**src/rtl/core/assert_macros.svh**
```systemverilog
// ---------------------------------------------------------------------------
// Assertion macros shared by the RTL of the matrix multiplier.
// Both macros check on the rising clock edge. The first one is disabled
// while the active-low reset is asserted. The second one checks during
// reset as well.
// ---------------------------------------------------------------------------
`ifndef ASSERT_MACROS_SVH
`define ASSERT_MACROS_SVH

`ifndef SYNTHESIS
`define IMM_ASSERT(lbl, clk, rst_n, prop, msg) \
    lbl: assert property (@(posedge clk) disable iff (!rst_n) prop) else $error(msg);
`define IMM_ASSERT_ALWAYS(lbl, clk, prop, msg) \
    lbl: assert property (@(posedge clk) prop) else $error(msg);
`else
`define IMM_ASSERT(lbl, clk, rst_n, prop, msg)
`define IMM_ASSERT_ALWAYS(lbl, clk, prop, msg)
`endif

`endif

```
**src/rtl/core/imm_ram.sv**
```systemverilog
// ---------------------------------------------------------------------------
// imm_ram
// Generic simple dual-port RAM: one write port, one read port with a
// registered read. No reset of the contents.
// ---------------------------------------------------------------------------
module imm_ram #(
    parameter int unsigned WIDTH = 32,
    parameter int unsigned DEPTH = 64
) (
    input  logic                                        i_clk,
    input  logic                                        i_we,
    input  logic [((DEPTH > 1) ? $clog2(DEPTH) : 1)-1:0] i_waddr,
    input  logic [WIDTH-1:0]                            i_wdata,
    input  logic [((DEPTH > 1) ? $clog2(DEPTH) : 1)-1:0] i_raddr,
    output logic [WIDTH-1:0]                            o_rdata
);

    logic [WIDTH-1:0] r_mem [DEPTH];
    logic [WIDTH-1:0] r_rdata;

    always_ff @(posedge i_clk) begin
        if (i_we) begin
            r_mem[i_waddr] <= i_wdata;
        end
        r_rdata <= r_mem[i_raddr];
    end

    assign o_rdata = r_rdata;

endmodule

```
**config.mk**
```make
export PLATFORM = sky130hd
export DESIGN_NAME = imm_ram
export DESIGN_NICKNAME = d
export VERILOG_FILES = /design/src/rtl/core/assert_macros.svh /design/src/rtl/core/imm_ram.sv
export SDC_FILE = /design/constraint.sdc
export NUM_CORES = 2
export LEC_CHECK = 0
export BUFFER_PORTS_ARGS = -buffer_cell sky130_fd_sc_hd__buf_4
export CAP_MARGIN = 10
export CORE_MARGIN = 1
export CORE_UTILIZATION = 57
export DETAILED_ROUTE_END_ITERATION = 7
export PLACE_DENSITY_LB_ADDON = 0.12
export SKIP_LAST_GASP = 1
export SYNTH_ARGS = -nofsm -noshare
export SYNTH_HDL_FRONTEND = slang
export SYNTH_SLANG_ARGS = --single-unit
```
**constraint.sdc**
```tcl
create_clock -name i_clk -period 3.5 [get_ports i_clk]
set_input_delay 0.175 -clock i_clk [delete_from_list [all_inputs] [get_ports i_clk]]
set_output_delay 0.175 -clock i_clk [all_outputs]
set_load 0.01 [all_outputs]
```
==> metrics.md <==
| Metric | Value |
|---|---|
| Status | completed |
| Critical path depth | 9 |
| CP cell instances | dlygate4sd3_1 > buf_4 > or3b_1 > buf_4 > o221ai_1 > a21oi_1 > buf_4 > a21oi_1 > nor2_1 |
| Initial antenna violation count | 18 |
| Pwr dens | 572 mW/mm² |
| Mean Syn Cell Area | 23.6 µm² |
| Peak VDD IR | 540 µV |
| Die H | 373 µm |
| YS warnings | 0 |
| Kind of critical path | input port to register |
| Hold Path Cell Cnt | 4 |
| Placed Area | 0.0827 mm² |
| Register-to-Register Path Depth | 4 |
| Max-slew headroom | 31.0% |
| H-tree Lvls | 4 |
| IO Port Bufs | 77 |
| CTS tree | built |
| Number of flops mapped to enable cells by yosys | 2048 |
| Resized cells post-CTS | 0 |
| ANT nets after route | 0 |
| Ys async rst share | 0% |
| Required @ worst endpoint | 4.19 ns |
| Number of max-cap violations | 0 |
| CP Launch Type | input port |
| Max Fclk | 388 MHz |
| Final Skew | 0.0297 ns |
| HP Class | input port to register |
| Worst flop-to-flop path startpoint | r_mem[3][21] |
| Mapped Cells | 3324 |
| Slew @ Worst Pin | 1.03 ns |
| Crit share post-route | 73.6% |
| Slowest-stage cell, CP | or3b_1 |
| Layout cell share with drive strength beyond 1 | 29.7% |
| Max incr delay on CP | 0.69 ns |
| Design Area, Final | 0.0894 mm² |
| Largest net degree at the start of global routing | 71 |
| Hold slack final | 0.132 ns |
| Wire length per cell | 35.6 µm |
| Register area | 0.0621 mm² |
| DRC viols | 0 |
| FF-to-FF setup slack | 1.06 ns |
| Most frequent cells in the layout | edfxtp_1, mux4_2, clkbuf_16 |
| Worst setup EP type | register |
| Area of the multi-input gates | 0.0160 mm² |
| Final nets | 3666 |
| IO Pins | 78 |
| Final setup viols | 0 |
| Layout Area Growth over Synthesis | 13.9% |
| Setup TNS | 0 ns |
| CP dominant cell by count | buf_4 |
| Full die area | 0.139 mm² |
| First-pass GRT wire length | 280000 µm |
| Sequential fraction of the synthesis area | 79.1% |
| Clk_lat worst skew | 0.83 ns |
| Clk sinks | 2080 |
| Slew Limit Fails | 0 |
| Drt total wl | 199000 µm |
| Placer Congestion | 0.801 |
| Yosys cell types | 34 |
| FILL cells | 8618 |
| Hold_sp | i_raddr[3] |
| Vias in the first global route | 38100 |
| Commonest non-fill, non-tap cell in the layout | edfxtp_1 |
| Ys flop type | edfxtp_1 |
| Crit path DAT | 3.27 ns |
| Vias | 37500 |
| Fin crit period | 2.58 ns |
| Total track usage | 29.0% |
| Number of synthesized register bits | 2080 |
| Util after Layout | 65.7% |
| Hold EP | o_rdata[20] |
| Hold_buf cts | 37 |
| Reg2Reg Capture Point | o_rdata[21] |
| Hpwl dp | 112000 µm |
| P_leak | 28.0 nW |
| RSZ-0062 raised after global routing | false |
| DIE WIDTH | 373 µm |
| Row cnt | 135 |
| Critical Path Fanout Max | 16 |
| Clock Tree Root | clkbuf_16 |
| Number of buffers created by CTS | 199 |
| Gr ovfl total | 0 |
| Initial DRC Count | 4967 |
| Synth Net Count | 3370 |
| Core area | 0.136 mm² |
| Initial Util | 57.7% |
| Post-Synthesis Cell Area | 0.0785 mm² |
| WP buf/inv | 4 |
| Post-CTS Setup Bufs | 0 |
| Pre-antenna DRT Iters | 6 |
| Post-DR vias/cell | 6.73 |
| Clock slew at reported path FFs | 0.06 ns |
| Clock Path Buffers | 3 |
| Fin. Hold Viols | 0 |
| Largest delay contributor family on the critical path | buffers and inverters |
[cell type report]
class                           instances  area share, %
Sequential cell                      2080           69.5
Clock buffer                          276           6.16
Clock inverter                         92          0.925
Timing Repair Buffer                  277           3.04
Multi-Input combinational cell       1062           17.9
Antenna cell                            7         0.0196
Tap cell                             1781           2.49
[metal layers]
layer / track usage, % / wire [µm] / vias up
met1: 41.6 / 77700 / 20300
li1: - / - / 14900
met5: 0 / 121 / -
met2: 44.8 / 94300 / 1975
met3: 6.43 / 19700 / 334
met4: 10.2 / 6870 / 20
[how the worst max path moves through the flow]
stage	to	slack (ns)	start
5_1_grt	o_rdata[27]	1.03	i_raddr[4]
6_report	o_rdata[2]	0.92	i_raddr[5]
4_1_cts	o_rdata[27]	1.03	i_raddr[4]
3_5_place_dp	o_rdata[10]	0.19	i_raddr[0]
3_3_place_gp	o_rdata[10]	0.18	i_raddr[0]
2_1_floorplan	r_mem[48][0]	0.17	i_waddr[3]
[tightest hold or removal path, delay by kind of cell]
kind / cells / cell delay, ns
buffers and inverters: 1 / 0.24
AO/OA/AOI/OAI: 1 / 0.17
AND/OR/NAND/NOR: 2 / 0.32
[power breakdown]
| part | switching [mW] | total [mW] | leakage [nW] | internal (mW) |
|---|---|---|---|---|
| logic | 1.56 | 2.58 | 6.20 | 1.01 |
| clock network | 8.96 | 20.9 | 3.09 | 11.9 |
| registers | 0.133 | 27.7 | 18.7 | 27.6 |
| total | 10.7 | 51.2 | 28.0 | 40.5 |
[state kept, by name, summed over array words and instances (netlist names)]
| name | cells |
|---|---|
| o_rdata | 32 |
| r_mem | 2048 |
[logic make-up after synthesis]
logic type | count (synthesis) | synth area share, %
flip-flops | 2080 | 79.1
AND/OR/NAND/NOR | 223 | 1.27
multiplexers | 637 | 16.8
AO/OA/AOI/OAI | 202 | 1.67
buffers and inverters | 182 | 1.13
[synth_stat cells, types with 12 or more instances]
cell	number	share of area [%]
o221ai_1	27	0.30
dfxtp_1	32	0.82
a21oi_1	62	0.40
mux2i_1	93	1.2
o22ai_1	84	0.67
nand2_1	26	0.12
buf_1	21	0.10
edfxtp_1	2048	78
buf_2	57	0.36
nor2b_1	15	0.12
clkbuf_1	74	0.35
nor2_1	137	0.65
buf_4	25	0.24
a22oi_1	12	0.11
mux4_2	544	16
[through the flow]
stage / cells / power (mW) / setup WS [ns]
floorplan: 3324 / 29.5 / 0.165
global placement: 5163 / 30.7 / 0.182
detailed placement: 5163 / 30.8 / 0.193
CTS: 5568 / 51.4 / 1.03
global route: 5569 / 52.5 / 1.03
finish: 5575 / 51.2 / 0.924
Note: power is estimated with default switching activity, not from simulation.
