$ cat config.mk
export PLATFORM = sky130hd
export DESIGN_NAME = imm_mac
export DESIGN_NICKNAME = d
export VERILOG_FILES = /design/src/rtl/core/assert_macros.svh /design/src/rtl/core/imm_pkg.sv /design/src/rtl/core/imm_mac.sv
export SDC_FILE = /design/constraint.sdc
export NUM_CORES = 2
export LEC_CHECK = 0
export BUFFER_PORTS_ARGS = -buffer_cell sky130_fd_sc_hd__buf_2
export CAP_MARGIN = 20
export CORE_UTILIZATION = 40
export DETAILED_ROUTE_END_ITERATION = 7
export PLACE_DENSITY = 0.58
export SLEW_MARGIN = 20
export SYNTH_ARGS = -nofsm -noshare
export SYNTH_HDL_FRONTEND = slang
export SYNTH_SLANG_ARGS = --single-unit
$ cat constraint.sdc
create_clock -name i_clk -period 15.7 [get_ports i_clk]
set_input_delay 0.785 -clock i_clk [delete_from_list [all_inputs] [get_ports i_clk]]
set_output_delay 0.785 -clock i_clk [all_outputs]
set_load 0.02 [all_outputs]
$ cat src/rtl/core/assert_macros.svh
// ---------------------------------------------------------------------------
// Assertion macros shared by the RTL of the matrix multiplier.
// Both macros check on the rising clock edge. The first one is disabled
// while the active-low reset is asserted. The second one checks during
// reset as well.
// ---------------------------------------------------------------------------
`ifndef ASSERT_MACROS_SVH
`define ASSERT_MACROS_SVH

`ifndef SYNTHESIS
`define IMM_ASSERT(lbl, clk, rst_n, prop, msg) \
    lbl: assert property (@(posedge clk) disable iff (!rst_n) prop) else $error(msg);
`define IMM_ASSERT_ALWAYS(lbl, clk, prop, msg) \
    lbl: assert property (@(posedge clk) prop) else $error(msg);
`else
`define IMM_ASSERT(lbl, clk, rst_n, prop, msg)
`define IMM_ASSERT_ALWAYS(lbl, clk, prop, msg)
`endif

`endif

$ cat src/rtl/core/imm_pkg.sv
// ---------------------------------------------------------------------------
// imm_pkg
// Types and fixed constants of the integer matrix multiplier.
// ---------------------------------------------------------------------------
package imm_pkg;

    localparam int unsigned IDX_W       = 3;   // row / column index width
    localparam int unsigned DIM_W       = 4;   // dimension register width
    localparam int unsigned VAL_W       = 32;  // element and result width
    localparam int unsigned IN_TDATA_W  = 72;  // row, col, a, b, zero fill
    localparam int unsigned OUT_TDATA_W = 40;  // row, col, product, zero fill
    localparam logic [DIM_W-1:0] DIM_RESET = 4'd8;

    typedef enum logic [1:0] {
        S_IDLE,
        S_ISSUE,
        S_DRAIN,
        S_EMIT
    } t_state;

    // Control from the sequencer to the multiply-accumulate datapath.
    typedef struct packed {
        logic rd_v;   // memory read data valid this cycle
        logic clear;  // zero the accumulator
    } t_mac_ctrl;

endpackage

$ cat src/rtl/core/imm_mac.sv
// ---------------------------------------------------------------------------
// imm_mac
// Multiply-accumulate datapath: registered signed product, then a wide
// exact accumulator; reports the low 32 bits and a signed overflow flag.
// ---------------------------------------------------------------------------
module imm_mac #(
    parameter int unsigned ELEM_WIDTH = 32,
    parameter int unsigned MAX_DIM    = 8
) (
    input  logic                          i_clk,
    input  logic                          i_rst_n,
    input  imm_pkg::t_mac_ctrl            i_ctrl,
    input  logic signed [ELEM_WIDTH-1:0]  i_a,
    input  logic signed [ELEM_WIDTH-1:0]  i_b,
    output logic                          o_busy,
    output logic [imm_pkg::VAL_W-1:0]     o_sum,
    output logic                          o_ovf
);

    localparam int unsigned PROD_W = 2 * ELEM_WIDTH;
    localparam int unsigned SUM_W  = PROD_W + $clog2(MAX_DIM) + 1;
    localparam int unsigned ACC_W  = (SUM_W > imm_pkg::VAL_W + 1) ? SUM_W
                                                                   : imm_pkg::VAL_W + 1;

    logic signed [PROD_W-1:0] r_prod;
    logic                     r_mul_v;
    logic signed [ACC_W-1:0]  r_acc;
    logic [ACC_W-imm_pkg::VAL_W:0] acc_top;

    always_ff @(posedge i_clk) begin
        if (!i_rst_n) begin
            r_mul_v <= 1'b0;
        end else begin
            r_mul_v <= i_ctrl.rd_v;
        end
    end

    always_ff @(posedge i_clk) begin
        r_prod <= i_a * i_b;
        if (i_ctrl.clear) begin
            r_acc <= '0;
        end else if (r_mul_v) begin
            r_acc <= r_acc + ACC_W'(r_prod);
        end
    end

    // Exact sum fits 32-bit signed when all bits from 31 up agree.
    assign acc_top = r_acc[ACC_W-1:imm_pkg::VAL_W-1];
    assign o_ovf   = !((&acc_top) || !(|acc_top));
    assign o_sum   = r_acc[imm_pkg::VAL_W-1:0];
    assign o_busy  = r_mul_v;

endmodule

==> impl_metrics.py <==
metrics = {
    "placement": {
        "io_buffer_count": 101,
        "globalplace.congestion": 0.865,
        "hpwlAfterDp_mm": 90.1,
        "dpl_worst_slack_ns": 6.51,
    },
    "logic_synthesis": {
        "yosysWarningCount": 0,
        "syn_area_mm2": 0.0437,
        "synth_nets": 6125,
        "ys_seq_area_share_pct": 6.10,
        "synth.avg_cell_area_um2": 9.24,
        "synth-seq-cells": 133,
        "synth_enable_flop_cells": 0,
        "synth_area_leaders": "fa_1, inv_1, and2_1",
        "synthDistinctLibCells": 79,
        "async_flop_share_pct": 0,
        "synth.largest_area_cell": "fa_1",
        "synthFlopType": "dfxtp_1",
        "netlist.area_leader.share_pct": 49.7,
        "syn_inst": 4723,
    },
    "global_route": {
        "grt-ovfl-total": 0,
        "antenna_found_initial": 8,
        "grt_use_total_pct": 21.4,
        "grt_first_pass_wirelength_mm": 186,
        "grt_max_degree": 65,
        "grt_pass1_vias": 33300,
    },
    "clock_network": {
        "cts_resized": 0,
        "postCtsSetupBuffers": 0,
        "cts.htree.levels": 4,
        "root_buffer": "clkbuf_16",
        "clockBufferDepth": 2,
        "cts_tree": "done",
        "cts.clk_slew.worst_paths_ns": 0.07,
        "cts_buffers": 17,
        "cts.sinks": 133,
        "postCtsHoldBufs": 0,
        "clkLatencyLatePin_ns": 0.44,
    },
    "drt": {
        "vias_per_cell": 5.12,
        "route.detailed.drc": 0,
        "wl_per_cell_um": 18.9,
        "ant_nets": 0,
        "wl_mm": 114,
        "drt_iter0_drc": 1509,
        "vias": 30900,
        "firstDrtPassIters": 6,
    },
    "sta": {
        "fin_crit_sh_pct": 55.6,
        "setup_viol": 0,
        "drv_slew": 0,
        "final-hold-violation-count": 0,
        "tns_ns": 0,
        "setup_slack_ns": 6.97,
        "worst_pin_slew_ns": 1.02,
        "fin_skew_ns": 0.0118,
        "min_period_ns": 8.73,
        "maxSlewHeadroom_pct": 31.8,
        "grt_setup_unrepaired": "no",
        "max_freq_mhz": 115,
    },
    "die": {
        "die_width_um": 332,
        "initial_core_util_pct": 40.6,
        "coreArea_mm2": 0.108,
        "die_h_um": 332,
        "pin_count": 102,
        "rows": 120,
        "dieArea_mm2": 0.110,
    },
    "min_path": {
        "hp-start": "r_acc[65]",
        "hp-class": "register to register",
    },
    "job": {
        "cap_viol_max_count": 0,
    },
    "setup_path": {
        "ff2ff_setup_slack_ns": 11.70,
        "r2r-start": "r_acc[0]",
        "critPathArrivalTime_ns": 9.10,
        "crit_family": "adder cells",
        "slowest_delay_ns": 0.93,
        "critical_path.most_common_cell": "fa_1",
        "crit_buf_inv": 8,
        "cp_max_fo": 32,
        "slowest_stage": "fa_1",
        "path_class": "input port to register",
        "worst_setup_path_end_kind": "register",
        "path_cells": "buf_2 > nand2_1 > inv_1 > fa_1 > inv_1 > fa_1 > inv_1 > fa_1 > fa_1 > inv_1 > fa_1 > inv_1 > fa_1 > inv_1 > fa_1 > inv_1 > fa_1 > ha_1 > and3_1 > nand3_1 > o21ai_1 > a21boi_2 > or4b_2 > nand4b_1",
        "crit_required_ns": 16.08,
        "crit_path_start_kind": "input port",
        "worstSetupStartpoint": "i_b[5]",
    },
    "finish": {
        "syn2layout_area_growth_pct": 4.47,
        "layout_common_cells": "fa_1, inv_1, nand2_1",
        "fillers": 10600,
        "nNetsFinal": 6008,
        "final_common_cell": "fa_1",
        "drive_gt1_share_pct": 4.18,
    },
    "outcome": {
        "status": "finished, final reports clean",
    },
}
layer usage:
| layer | share of wire, % | GRT usage, % |
|---|---|---|
| met1 | 41 | 27.3 |
| met2 | 51 | 37.7 |
| met3 | 4.1 | 2.13 |
| met4 | 4.1 | 7.75 |
| met5 | 0.036 | 0 |
per-stage QoR:
stage / hold slack (ns) / area (µm²) / cells / util (%)
finish: 0.493 / 45600 / 6024 / 42.4
global route: 0.529 / 45600 / 6024 / 42.4
CTS: 0.495 / 45600 / 6022 / 42.4
detailed placement: 0.484 / 45000 / 5990 / 41.8
global placement: 0.475 / 45000 / 5990 / 41.8
floorplan: 0.455 / 43700 / 4723 / -
registers in the layout, summed over array words and instances (netlist names):
| name | flops |
|---|---|
| r_prod | 64 |
| o_busy | 1 |
| r_acc | 68 |
path summary, 6_finish.rpt:
check	end	cells after the start
worst max-delay path	r_prod[57]	24
worst max register to register	r_acc[64]	14
worst min register to register	r_acc[65]	2
worst min-delay path	r_acc[65]	2
cell type report:
cell class              count  area [µm²]  share of cell area, %
multi-input cells        3331       36100                   79.2
inverters                1000        3750                   8.23
flip-flops and latches    133        2660                   5.84
well taps                1403        1760                   3.85
repair buffers            123         671                   1.47
clock buffers              17         425                  0.933
clock inverters            15         191                  0.420
diodes                      2        5.00                 0.0110
synth_stat cells (10+ instances only):
master / count
and3_1: 11
nor3_1: 20
nor4_1: 14
dfxtp_1: 133
a31oi_1: 15
xnor2_1: 95
a21o_1: 78
buf_4: 32
o21a_1: 11
and2_1: 527
nand3_1: 29
xor2_1: 33
nand2_1: 554
o21ai_0: 74
nor2_1: 155
nand4_1: 26
a211oi_1: 16
o211ai_1: 10
o21bai_1: 20
inv_1: 999
fa_1: 1083
mux2i_1: 35
nand2b_1: 28
ha_1: 251
nor2b_1: 10
a21oi_1: 134
clkbuf_1: 223
cell families after synthesis:
group | after synthesis | synth area share, %
simple gates | 1395 | 15.9
fa+ha+maj | 1334 | 56.8
buf+inv | 1259 | 11.1
compound gates | 439 | 6.72
flops | 133 | 6.10
xor+xnor | 128 | 2.57
mux | 35 | 0.802
worst register-to-register path, stage by stage, from the launching register on:
cell and delay (ns):
dfxtp_1 0.32, ha_1 0.29, inv_1 0.10, fa_1 0.20, nand2b_1 0.15, a21oi_2 0.09, o21ai_2 0.28, a311oi_2 0.22
o31ai_2 0.63, a31oi_4 0.23, a31oi_1 0.45, o21ai_1 0.27, a221oi_1 0.38, xor2_1 0.18, o21ai_0 0.08
Power is left out: the tool's default activity adds up to more than one toggle a clock period on the data nets, which glitch-free logic cannot reach.
